--- config.mk ---
export PLATFORM = sky130hd
export DESIGN_NAME = button_press_classifier
export DESIGN_NICKNAME = d
export VERILOG_FILES = /design/src/rtl/bpc_pkg.sv /design/src/rtl/bpc_cfg.sv /design/src/rtl/bpc_classify.sv /design/src/rtl/button_press_classifier.sv
export SDC_FILE = /design/constraint.sdc
export NUM_CORES = 1
export LEC_CHECK = 0
export ABC_AREA = 0
export BUFFER_PORTS_ARGS = -buffer_cell sky130_fd_sc_hd__buf_4
export CAP_MARGIN = 20
export CORE_MARGIN = 1.5
export CORE_UTILIZATION = 62
export CTS_CLUSTER_SIZE = 8
export DETAILED_ROUTE_END_ITERATION = 16
export PLACE_DENSITY = 0.79
export SLEW_MARGIN = 10
export SYNTH_ARGS = -nofsm -noshare
export SYNTH_HDL_FRONTEND = slang
export SYNTH_SLANG_ARGS = --single-unit
export TNS_END_PERCENT = 5
--- constraint.sdc ---
create_clock -name clk_i -period 5.5 [get_ports clk_i]
set_input_delay 0 -clock clk_i [delete_from_list [all_inputs] [get_ports clk_i]]
set_output_delay 0 -clock clk_i [all_outputs]
set_load 0.05 [all_outputs]
--- src/rtl/bpc_pkg.sv ---
package bpc_pkg;

  typedef enum logic [1:0] {
    EV_NONE  = 2'd0,
    EV_SHORT = 2'd1,
    EV_LONG  = 2'd2,
    EV_HELD  = 2'd3
  } bpc_event_e;

  localparam int unsigned CFG_IDX_W  = 4;
  localparam int unsigned CFG_DATA_W = 16;

  localparam logic [CFG_IDX_W-1:0] REG_LONG_PRESS = 4'd0;
  localparam logic [CFG_IDX_W-1:0] REG_REPEAT_IVL = 4'd1;
  localparam logic [CFG_IDX_W-1:0] REG_HOLD_POLLS = 4'd2;
  localparam logic [CFG_IDX_W-1:0] REG_INIT_LEVEL = 4'd3;

  localparam logic [15:0] LONG_PRESS_RST = 16'd1000;
  localparam logic [15:0] REPEAT_IVL_RST = 16'd500;
  localparam logic [7:0]  HOLD_POLLS_RST = 8'd150;
  localparam logic        INIT_LEVEL_RST = 1'b1;

  typedef struct packed {
    logic [15:0] long_press_ms;
    logic [15:0] repeat_interval_ms;
    logic [7:0]  event_hold_polls;
    logic        init_load;   // preset of the previous level this cycle
    logic        init_level;
  } bpc_cfg_t;

  typedef struct packed {
    logic        prev_level;
    logic [31:0] press_start;
    logic [31:0] repeat_ref;
    bpc_event_e  event_code;
    logic [7:0]  repeat_counter;
    logic [7:0]  lock_counter;
  } bpc_state_t;

endpackage

--- src/rtl/bpc_cfg.sv ---
module bpc_cfg (
  input  logic                              clk_i,
  input  logic                              rst_ni,
  input  logic                              cfg_we_i,
  input  logic [bpc_pkg::CFG_IDX_W-1:0]     cfg_idx_i,
  input  logic [bpc_pkg::CFG_DATA_W-1:0]    cfg_wdata_i,
  output bpc_pkg::bpc_cfg_t                 cfg_o
);

  logic [15:0] long_press_q;
  logic [15:0] repeat_ivl_q;
  logic [7:0]  hold_polls_q;

  always_ff @(posedge clk_i or negedge rst_ni) begin
    if (!rst_ni) begin
      long_press_q <= bpc_pkg::LONG_PRESS_RST;
      repeat_ivl_q <= bpc_pkg::REPEAT_IVL_RST;
      hold_polls_q <= bpc_pkg::HOLD_POLLS_RST;
    end else if (cfg_we_i) begin
      case (cfg_idx_i)
        bpc_pkg::REG_LONG_PRESS: long_press_q <= cfg_wdata_i;
        bpc_pkg::REG_REPEAT_IVL: repeat_ivl_q <= cfg_wdata_i;
        bpc_pkg::REG_HOLD_POLLS: hold_polls_q <= cfg_wdata_i[7:0];
        default: ;
      endcase
    end
  end

  always_comb begin
    cfg_o.long_press_ms      = long_press_q;
    cfg_o.repeat_interval_ms = repeat_ivl_q;
    cfg_o.event_hold_polls   = hold_polls_q;
    cfg_o.init_load          = cfg_we_i && (cfg_idx_i == bpc_pkg::REG_INIT_LEVEL);
    cfg_o.init_level         = cfg_wdata_i[0];
  end

endmodule

--- src/rtl/bpc_classify.sv ---
module bpc_classify (
  input  bpc_pkg::bpc_cfg_t   cfg_i,
  input  bpc_pkg::bpc_state_t cur_i,
  input  logic                level_i,
  input  logic [31:0]         now_ms_i,
  output bpc_pkg::bpc_state_t nxt_o
);

  logic [31:0] age_ref;
  logic [31:0] age_press;

  // Wrapping durations, modulo 2^32.
  assign age_ref   = now_ms_i - cur_i.repeat_ref;
  assign age_press = now_ms_i - cur_i.press_start;

  always_comb begin
    logic [7:0] lock_inc;
    nxt_o = cur_i;
    if (!level_i) begin
      if (cur_i.prev_level) begin
        nxt_o.press_start    = now_ms_i;
        nxt_o.repeat_ref     = now_ms_i;
        nxt_o.repeat_counter = '0;
      end else if (age_ref > {16'd0, cfg_i.repeat_interval_ms}) begin
        nxt_o.repeat_ref     = now_ms_i;
        nxt_o.event_code     = bpc_pkg::EV_HELD;
        nxt_o.repeat_counter = cur_i.repeat_counter + 8'd1;
      end
    end else if (!cur_i.prev_level) begin
      nxt_o.event_code   = (age_press > {16'd0, cfg_i.long_press_ms}) ?
                           bpc_pkg::EV_LONG : bpc_pkg::EV_SHORT;
      nxt_o.lock_counter = '0;
    end
    nxt_o.prev_level = level_i;

    // Short and long events time out after the programmed poll count.
    lock_inc = nxt_o.lock_counter + 8'd1;
    if (nxt_o.event_code == bpc_pkg::EV_SHORT || nxt_o.event_code == bpc_pkg::EV_LONG) begin
      if (lock_inc >= cfg_i.event_hold_polls) begin
        nxt_o.event_code   = bpc_pkg::EV_NONE;
        nxt_o.lock_counter = '0;
      end else begin
        nxt_o.lock_counter = lock_inc;
      end
    end
  end

endmodule

--- src/rtl/button_press_classifier.sv ---
// Channel   | Dir | Handshake                 | Payload
// ----------+-----+---------------------------+------------------------------
// poll in   | in  | in_valid_i / in_ready_o   | level_i, now_ms_i
// result    | out | out_valid_o / out_ready_i | event_res_o, repeat_count_o
// config    | in  | cfg_we_i (no wait)        | cfg_idx_i, cfg_wdata_i
//
// One poll per clock sustained while the result side is not stalled; each beat passes
// from the input register through the classifier into the result register.
// Reset (rst_ni low, async) clears the press state, empties both stages and
// loads the register defaults; the previous level comes up released.
// A stalled result register holds; one more poll is still taken into the input
// register, after which in_ready_o drops until the result beat is taken.
module button_press_classifier (
  input  logic                           clk_i,
  input  logic                           rst_ni,
  input  logic                           in_valid_i,
  output logic                           in_ready_o,
  input  logic                           level_i,
  input  logic [31:0]                    now_ms_i,
  output logic                           out_valid_o,
  input  logic                           out_ready_i,
  output logic [1:0]                     event_res_o,
  output logic [7:0]                     repeat_count_o,
  input  logic                           cfg_we_i,
  input  logic [bpc_pkg::CFG_IDX_W-1:0]  cfg_idx_i,
  input  logic [bpc_pkg::CFG_DATA_W-1:0] cfg_wdata_i
);

  bpc_pkg::bpc_cfg_t   cfg;
  bpc_pkg::bpc_state_t state_q, state_d, state_nxt;

  // Input register
  logic        s1_valid_q, s1_valid_d;
  logic        s1_level_q;
  logic [31:0] s1_now_q;

  // Result register
  logic        out_valid_q, out_valid_d;
  logic [1:0]  out_event_q;
  logic [7:0]  out_count_q;

  logic in_fire;
  logic out_adv;   // result register can take a new beat
  logic s1_fire;   // input register beat is processed this cycle

  bpc_cfg u_cfg (
    .clk_i       (clk_i),
    .rst_ni      (rst_ni),
    .cfg_we_i    (cfg_we_i),
    .cfg_idx_i   (cfg_idx_i),
    .cfg_wdata_i (cfg_wdata_i),
    .cfg_o       (cfg)
  );

  bpc_classify u_classify (
    .cfg_i    (cfg),
    .cur_i    (state_q),
    .level_i  (s1_level_q),
    .now_ms_i (s1_now_q),
    .nxt_o    (state_nxt)
  );

  assign out_adv    = !out_valid_q || out_ready_i;
  assign s1_fire    = s1_valid_q && out_adv;
  assign in_ready_o = !s1_valid_q || out_adv;
  assign in_fire    = in_valid_i && in_ready_o;

  assign s1_valid_d  = in_fire ? 1'b1 : (s1_fire ? 1'b0 : s1_valid_q);
  assign out_valid_d = s1_fire ? 1'b1 : (out_ready_i ? 1'b0 : out_valid_q);

  // State advances once per processed beat; a write of the assumed level
  // presets prev_level (only while idle, a rule for the user that the block does not enforce).
  always_comb begin
    state_d = state_q;
    if (cfg.init_load) begin
      state_d.prev_level = cfg.init_level;
    end else if (s1_fire) begin
      state_d = state_nxt;
    end
  end

  always_ff @(posedge clk_i or negedge rst_ni) begin
    if (!rst_ni) begin
      s1_valid_q               <= 1'b0;
      out_valid_q              <= 1'b0;
      state_q.prev_level       <= bpc_pkg::INIT_LEVEL_RST;
      state_q.press_start      <= '0;
      state_q.repeat_ref       <= '0;
      state_q.event_code       <= bpc_pkg::EV_NONE;
      state_q.repeat_counter   <= '0;
      state_q.lock_counter     <= '0;
    end else begin
      s1_valid_q  <= s1_valid_d;
      out_valid_q <= out_valid_d;
      state_q     <= state_d;
    end
  end

  // Payload registers, no reset needed.
  always_ff @(posedge clk_i) begin
    if (in_fire) begin
      s1_level_q <= level_i;
      s1_now_q   <= now_ms_i;
    end
    if (s1_fire) begin
      out_event_q <= state_nxt.event_code;
      out_count_q <= state_nxt.repeat_counter;
    end
  end

  assign out_valid_o    = out_valid_q;
  assign event_res_o    = out_event_q;
  assign repeat_count_o = out_count_q;

endmodule

==> reports/metrics.csv <==
stage;metric;value;unit
logic_synthesis;netlist.area_leader.share;23.4;%
power_and_ir_drop;p_leak;0.00601;uW
cts;worstSkewPairLatency;440;ps
global_routing;first_global_vias;9698;
cts;postCtsSetupRepairBufs;0;
route;dr_wl_met3;1800;um
power_and_ir_drop;internal-power;3470;uW
global_routing;antenna_found_initial;0;
setup_path;end_kind;register;
timing;min_period;5270;ps
layout;final_cells;1616;
route;wl_met1;12700;um
floorplanning;rows;49;
global_routing;overflow;0;
route;via_per_inst;6.07;
logic_synthesis;yosysSeqAreaShare;38.4;%
logic_synthesis;synthesis.nets;1426;
setup_path;rr_startpoint;s1_now_q[2]$_DFFE_PP_;
power_and_ir_drop;peakVddDrop;0.260;mV
min_path;hold_path_startpoint;cfg_idx_i[0];
timing;maxSlewHeadroom;38.9;%
global_routing;grt_usage;30.5;%
power_and_ir_drop;p_per_area;440;nW/um^2
timing;skew;13.6;ps
place;port_buffers;69;
floorplanning;fp.dieArea;19500;um^2
logic_synthesis;synth.area.top_cells;dfrtp_1, ha_1, edfxtp_1;
cts;cts.path.max_buffers;2;
timing;tightest_slew;917;ps
place;pre_cts_slack;98.4;ps
route;drc;7;
place;post-place-cells;1531;
place;gp_congestion;0.941;
logic_synthesis;yosys.cell_count.top_type;nand2_1;
layout;fin_nets;1538;
power_and_ir_drop;p_seq_share;29.6;%
setup_path;cp.arrival;5460;ps
place;hpwl;20900;um
route;drtAntennaViolNets;0;
floorplanning;die_w;140;um
run_status;violations;DRC;
route;vias;9817;
cts;h-tree-depth;4;
route;avgRoutedWirePerCell;17.8;um
route;drtIter0Drc;614;
timing;finalCritPeriodShare;95.8;%
run_status;status;complete, but fails checks;
route;drt_pass1_iterations;11;
logic_synthesis;yosys_most_used_dff;dfrtp_1;
setup_path;crit_type;reg -> reg;
logic_synthesis;syn-cell-area;11600;um^2
route;met2_length;13500;um
cts;clkTransAtPathRegs;70;ps
logic_synthesis;ys_warn_count;0;
logic_synthesis;async_flop_share;74.4;%
global_routing;grt_pass1_wl;46900;um
logic_synthesis;synth_cell_type_count;71;
cts;cts_root_buf;clkbuf_16;
logic_synthesis;ys_ff_latch;168;
flow_run;drv_cap;0;
logic_synthesis;synth_area_per_cell;9.16;um^2
logic_synthesis;yosysTopAreaCell;dfrtp_1;
cts;clock_sinks;168;
min_path;hold_path_class;in -> reg;
route;routed.top_layer;met5;
cts;cts_tree;built;
timing;slew_violations;0;
layout;num_antenna_cells;0;
floorplanning;die_h;140;um
global_routing;grt_max_degree;66;
cts;cts_buffers;17;
power_and_ir_drop;p_sw_share;41.1;%
setup_path;cp.required;5690;ps
logic_synthesis;synthTopCellsByCount;nand2_1, inv_1, o21ai_0;
setup_path;cp-startpoint;s1_now_q[2]$_DFFE_PP_;
timing;setup_ws;230;ps
timing;rsz0062_at_grt;true;
setup_path;critPathMaxFanout;5;
floorplanning;coreArea;18100;um^2
layout;drive_gt1_share;13.6;%
setup_path;start_kind;register;
timing;hold_viol_final;0;
timing;max_clock_freq;190;MHz
timing;finalSetupViolCount;0;
power_and_ir_drop;combPwrFrac;49.5;%
logic_synthesis;syn_inst;1262;
layout;area_delta_synth_final;16.1;%
floorplanning;pin_count;70;
layout;fillerInstances;1319;
power_and_ir_drop;clkPwrFrac;20.9;%
logic_synthesis;synth-edff-count;43;
floorplanning;start_util;63.7;%
power_and_ir_drop;p_switching;2430;uW
route;finalWirelength;28800;um
area by class of cell:
class,count,area (um^2),share of cell area [%]
Clock buffer,18,429,3.20
Multi-Input combinational cell,927,6480,48.3
Inverter,128,480,3.58
Sequential cell,168,4440,33.1
Tap cell,229,287,2.13
Clock inverter,14,165,1.23
Timing Repair Buffer,132,1140,8.46
cell families after synthesis:
kind of cell               synth area share (%)
DFF                                        38.4
and+or+nand+nor                            14.5
muxes                                      5.64
adders and majority gates                  11.6
xor gates and xnor gates                   4.17
buffers and inverters                      5.85
AOI/OAI and AO/OA                          19.8
critical path: stages, from the launching register on:
cell and delay, ps:
edfxtp_1 450, ha_1 380, o21ai_0 180, a21oi_1 80
or4_1 580, a31oi_4 230, nor2b_1 60, nor2_1 150
o21ai_0 130, xor2_1 160, ha_1 320, a21oi_1 170
a21oi_1 80, a2111oi_0 370, a21oi_1 100, or4_1 500
a211o_1 280, nor4_1 170, nand4_1 270, o21a_1 200
o21a_1 160
layout by cell type (no fill, tap or decap), types with 6 or more instances in the layout:
cell type,Yosys,final
nor3_1,15,15
and2_1,12,11
nor2b_1,6,6
dfstp_2,17,17
nand4_1,17,17
a21o_1,23,23
nor2_1,72,71
inv_1,128,128
o21a_1,16,16
nand2b_1,12,12
mux2_2,17,17
nand3_1,41,41
xor2_1,26,26
clkbuf_16,0,17
a22o_1,7,7
nand2_1,138,138
a211oi_1,12,11
o21ai_0,120,119
a21oi_1,96,95
mux2i_1,7,7
or3_1,8,8
o211ai_1,12,12
xnor2_1,29,29
o2111ai_1,6,6
a31oi_1,10,9
and3_1,8,8
dlygate4sd3_1,0,53
and4_1,6,6
dfrtp_1,108,108
mux2_4,26,26
edfxtp_1,43,43
buf_4,0,78
ha_1,104,104
registers in the layout (all words and copies together), names as in the netlist:
register / cells
state_q: 83
s1_now_q: 32
u_cfg.long_press_q: 16
u_cfg.repeat_ivl_q: 16
repeat_count_o: 8
u_cfg.hold_polls_q: 8
event_res_o: 2
out_valid_o: 1
s1_level_q: 1
s1_valid_q: 1
per-stage QoR:
| step | instance area (um^2) | power [uW] | hold slack [ps] | setup TNS, ps | utilization [%] |
|---|---|---|---|---|---|
| after floorplan | 11600 | 3850 | -296 | 0 | - |
| after global placement | 12300 | 4470 | 140 | 0 | 67.6 |
| after detailed placement | 12300 | 4550 | 142 | 0 | 67.6 |
| after CTS | 13400 | 5830 | 14.4 | 0 | 73.8 |
| after global routing | 13400 | 6310 | 44.7 | -20.3 | 74.0 |
| final | 13400 | 5900 | 13.5 | 0 | 74.0 |
layer usage:
layer / track usage [%] / vias to the layer above
li1: - / 4733
met1: 40.3 / 4683
met2: 50.2 / 333
met3: 4.96 / 66
met4: 12.2 / 2
met5: 0 / -
timing repair:
item / CTS / global route
setup endpoints to repair: 0 / 50
hold endpoints to repair: 129 / 0
hold buffers: 53 / 0
gates resized for setup: 0 / 7
worst paths after layout:
path	cells past startpoint	slack [ps]	to
max	20	230	event_res_o[0]$_DFFE_PP_
min reg2reg	1	480	out_valid_o$_DFFE_PN0P_
max reg2reg	20	230	event_res_o[0]$_DFFE_PP_
max in group asynchronous	3	3990	state_q[80]$_DFFE_PN0P_
min in group asynchronous	2	180	u_cfg.hold_polls_q[5]$_DFFE_PN0P_
min	3	10	state_q[82]$_DFFE_PN1P_
power by group through the flow:
stage / Clock, uW / Sequential (uW) / Combinational (uW)
finish: 1230 / 1750 / 2920
global route: 1290 / 1780 / 3240
CTS: 1240 / 1740 / 2850
detailed placement: 0 / 1760 / 2780
global placement: 0 / 1750 / 2720
floorplan: 0 / 1750 / 2100
(Power assumes the default switching activity.)
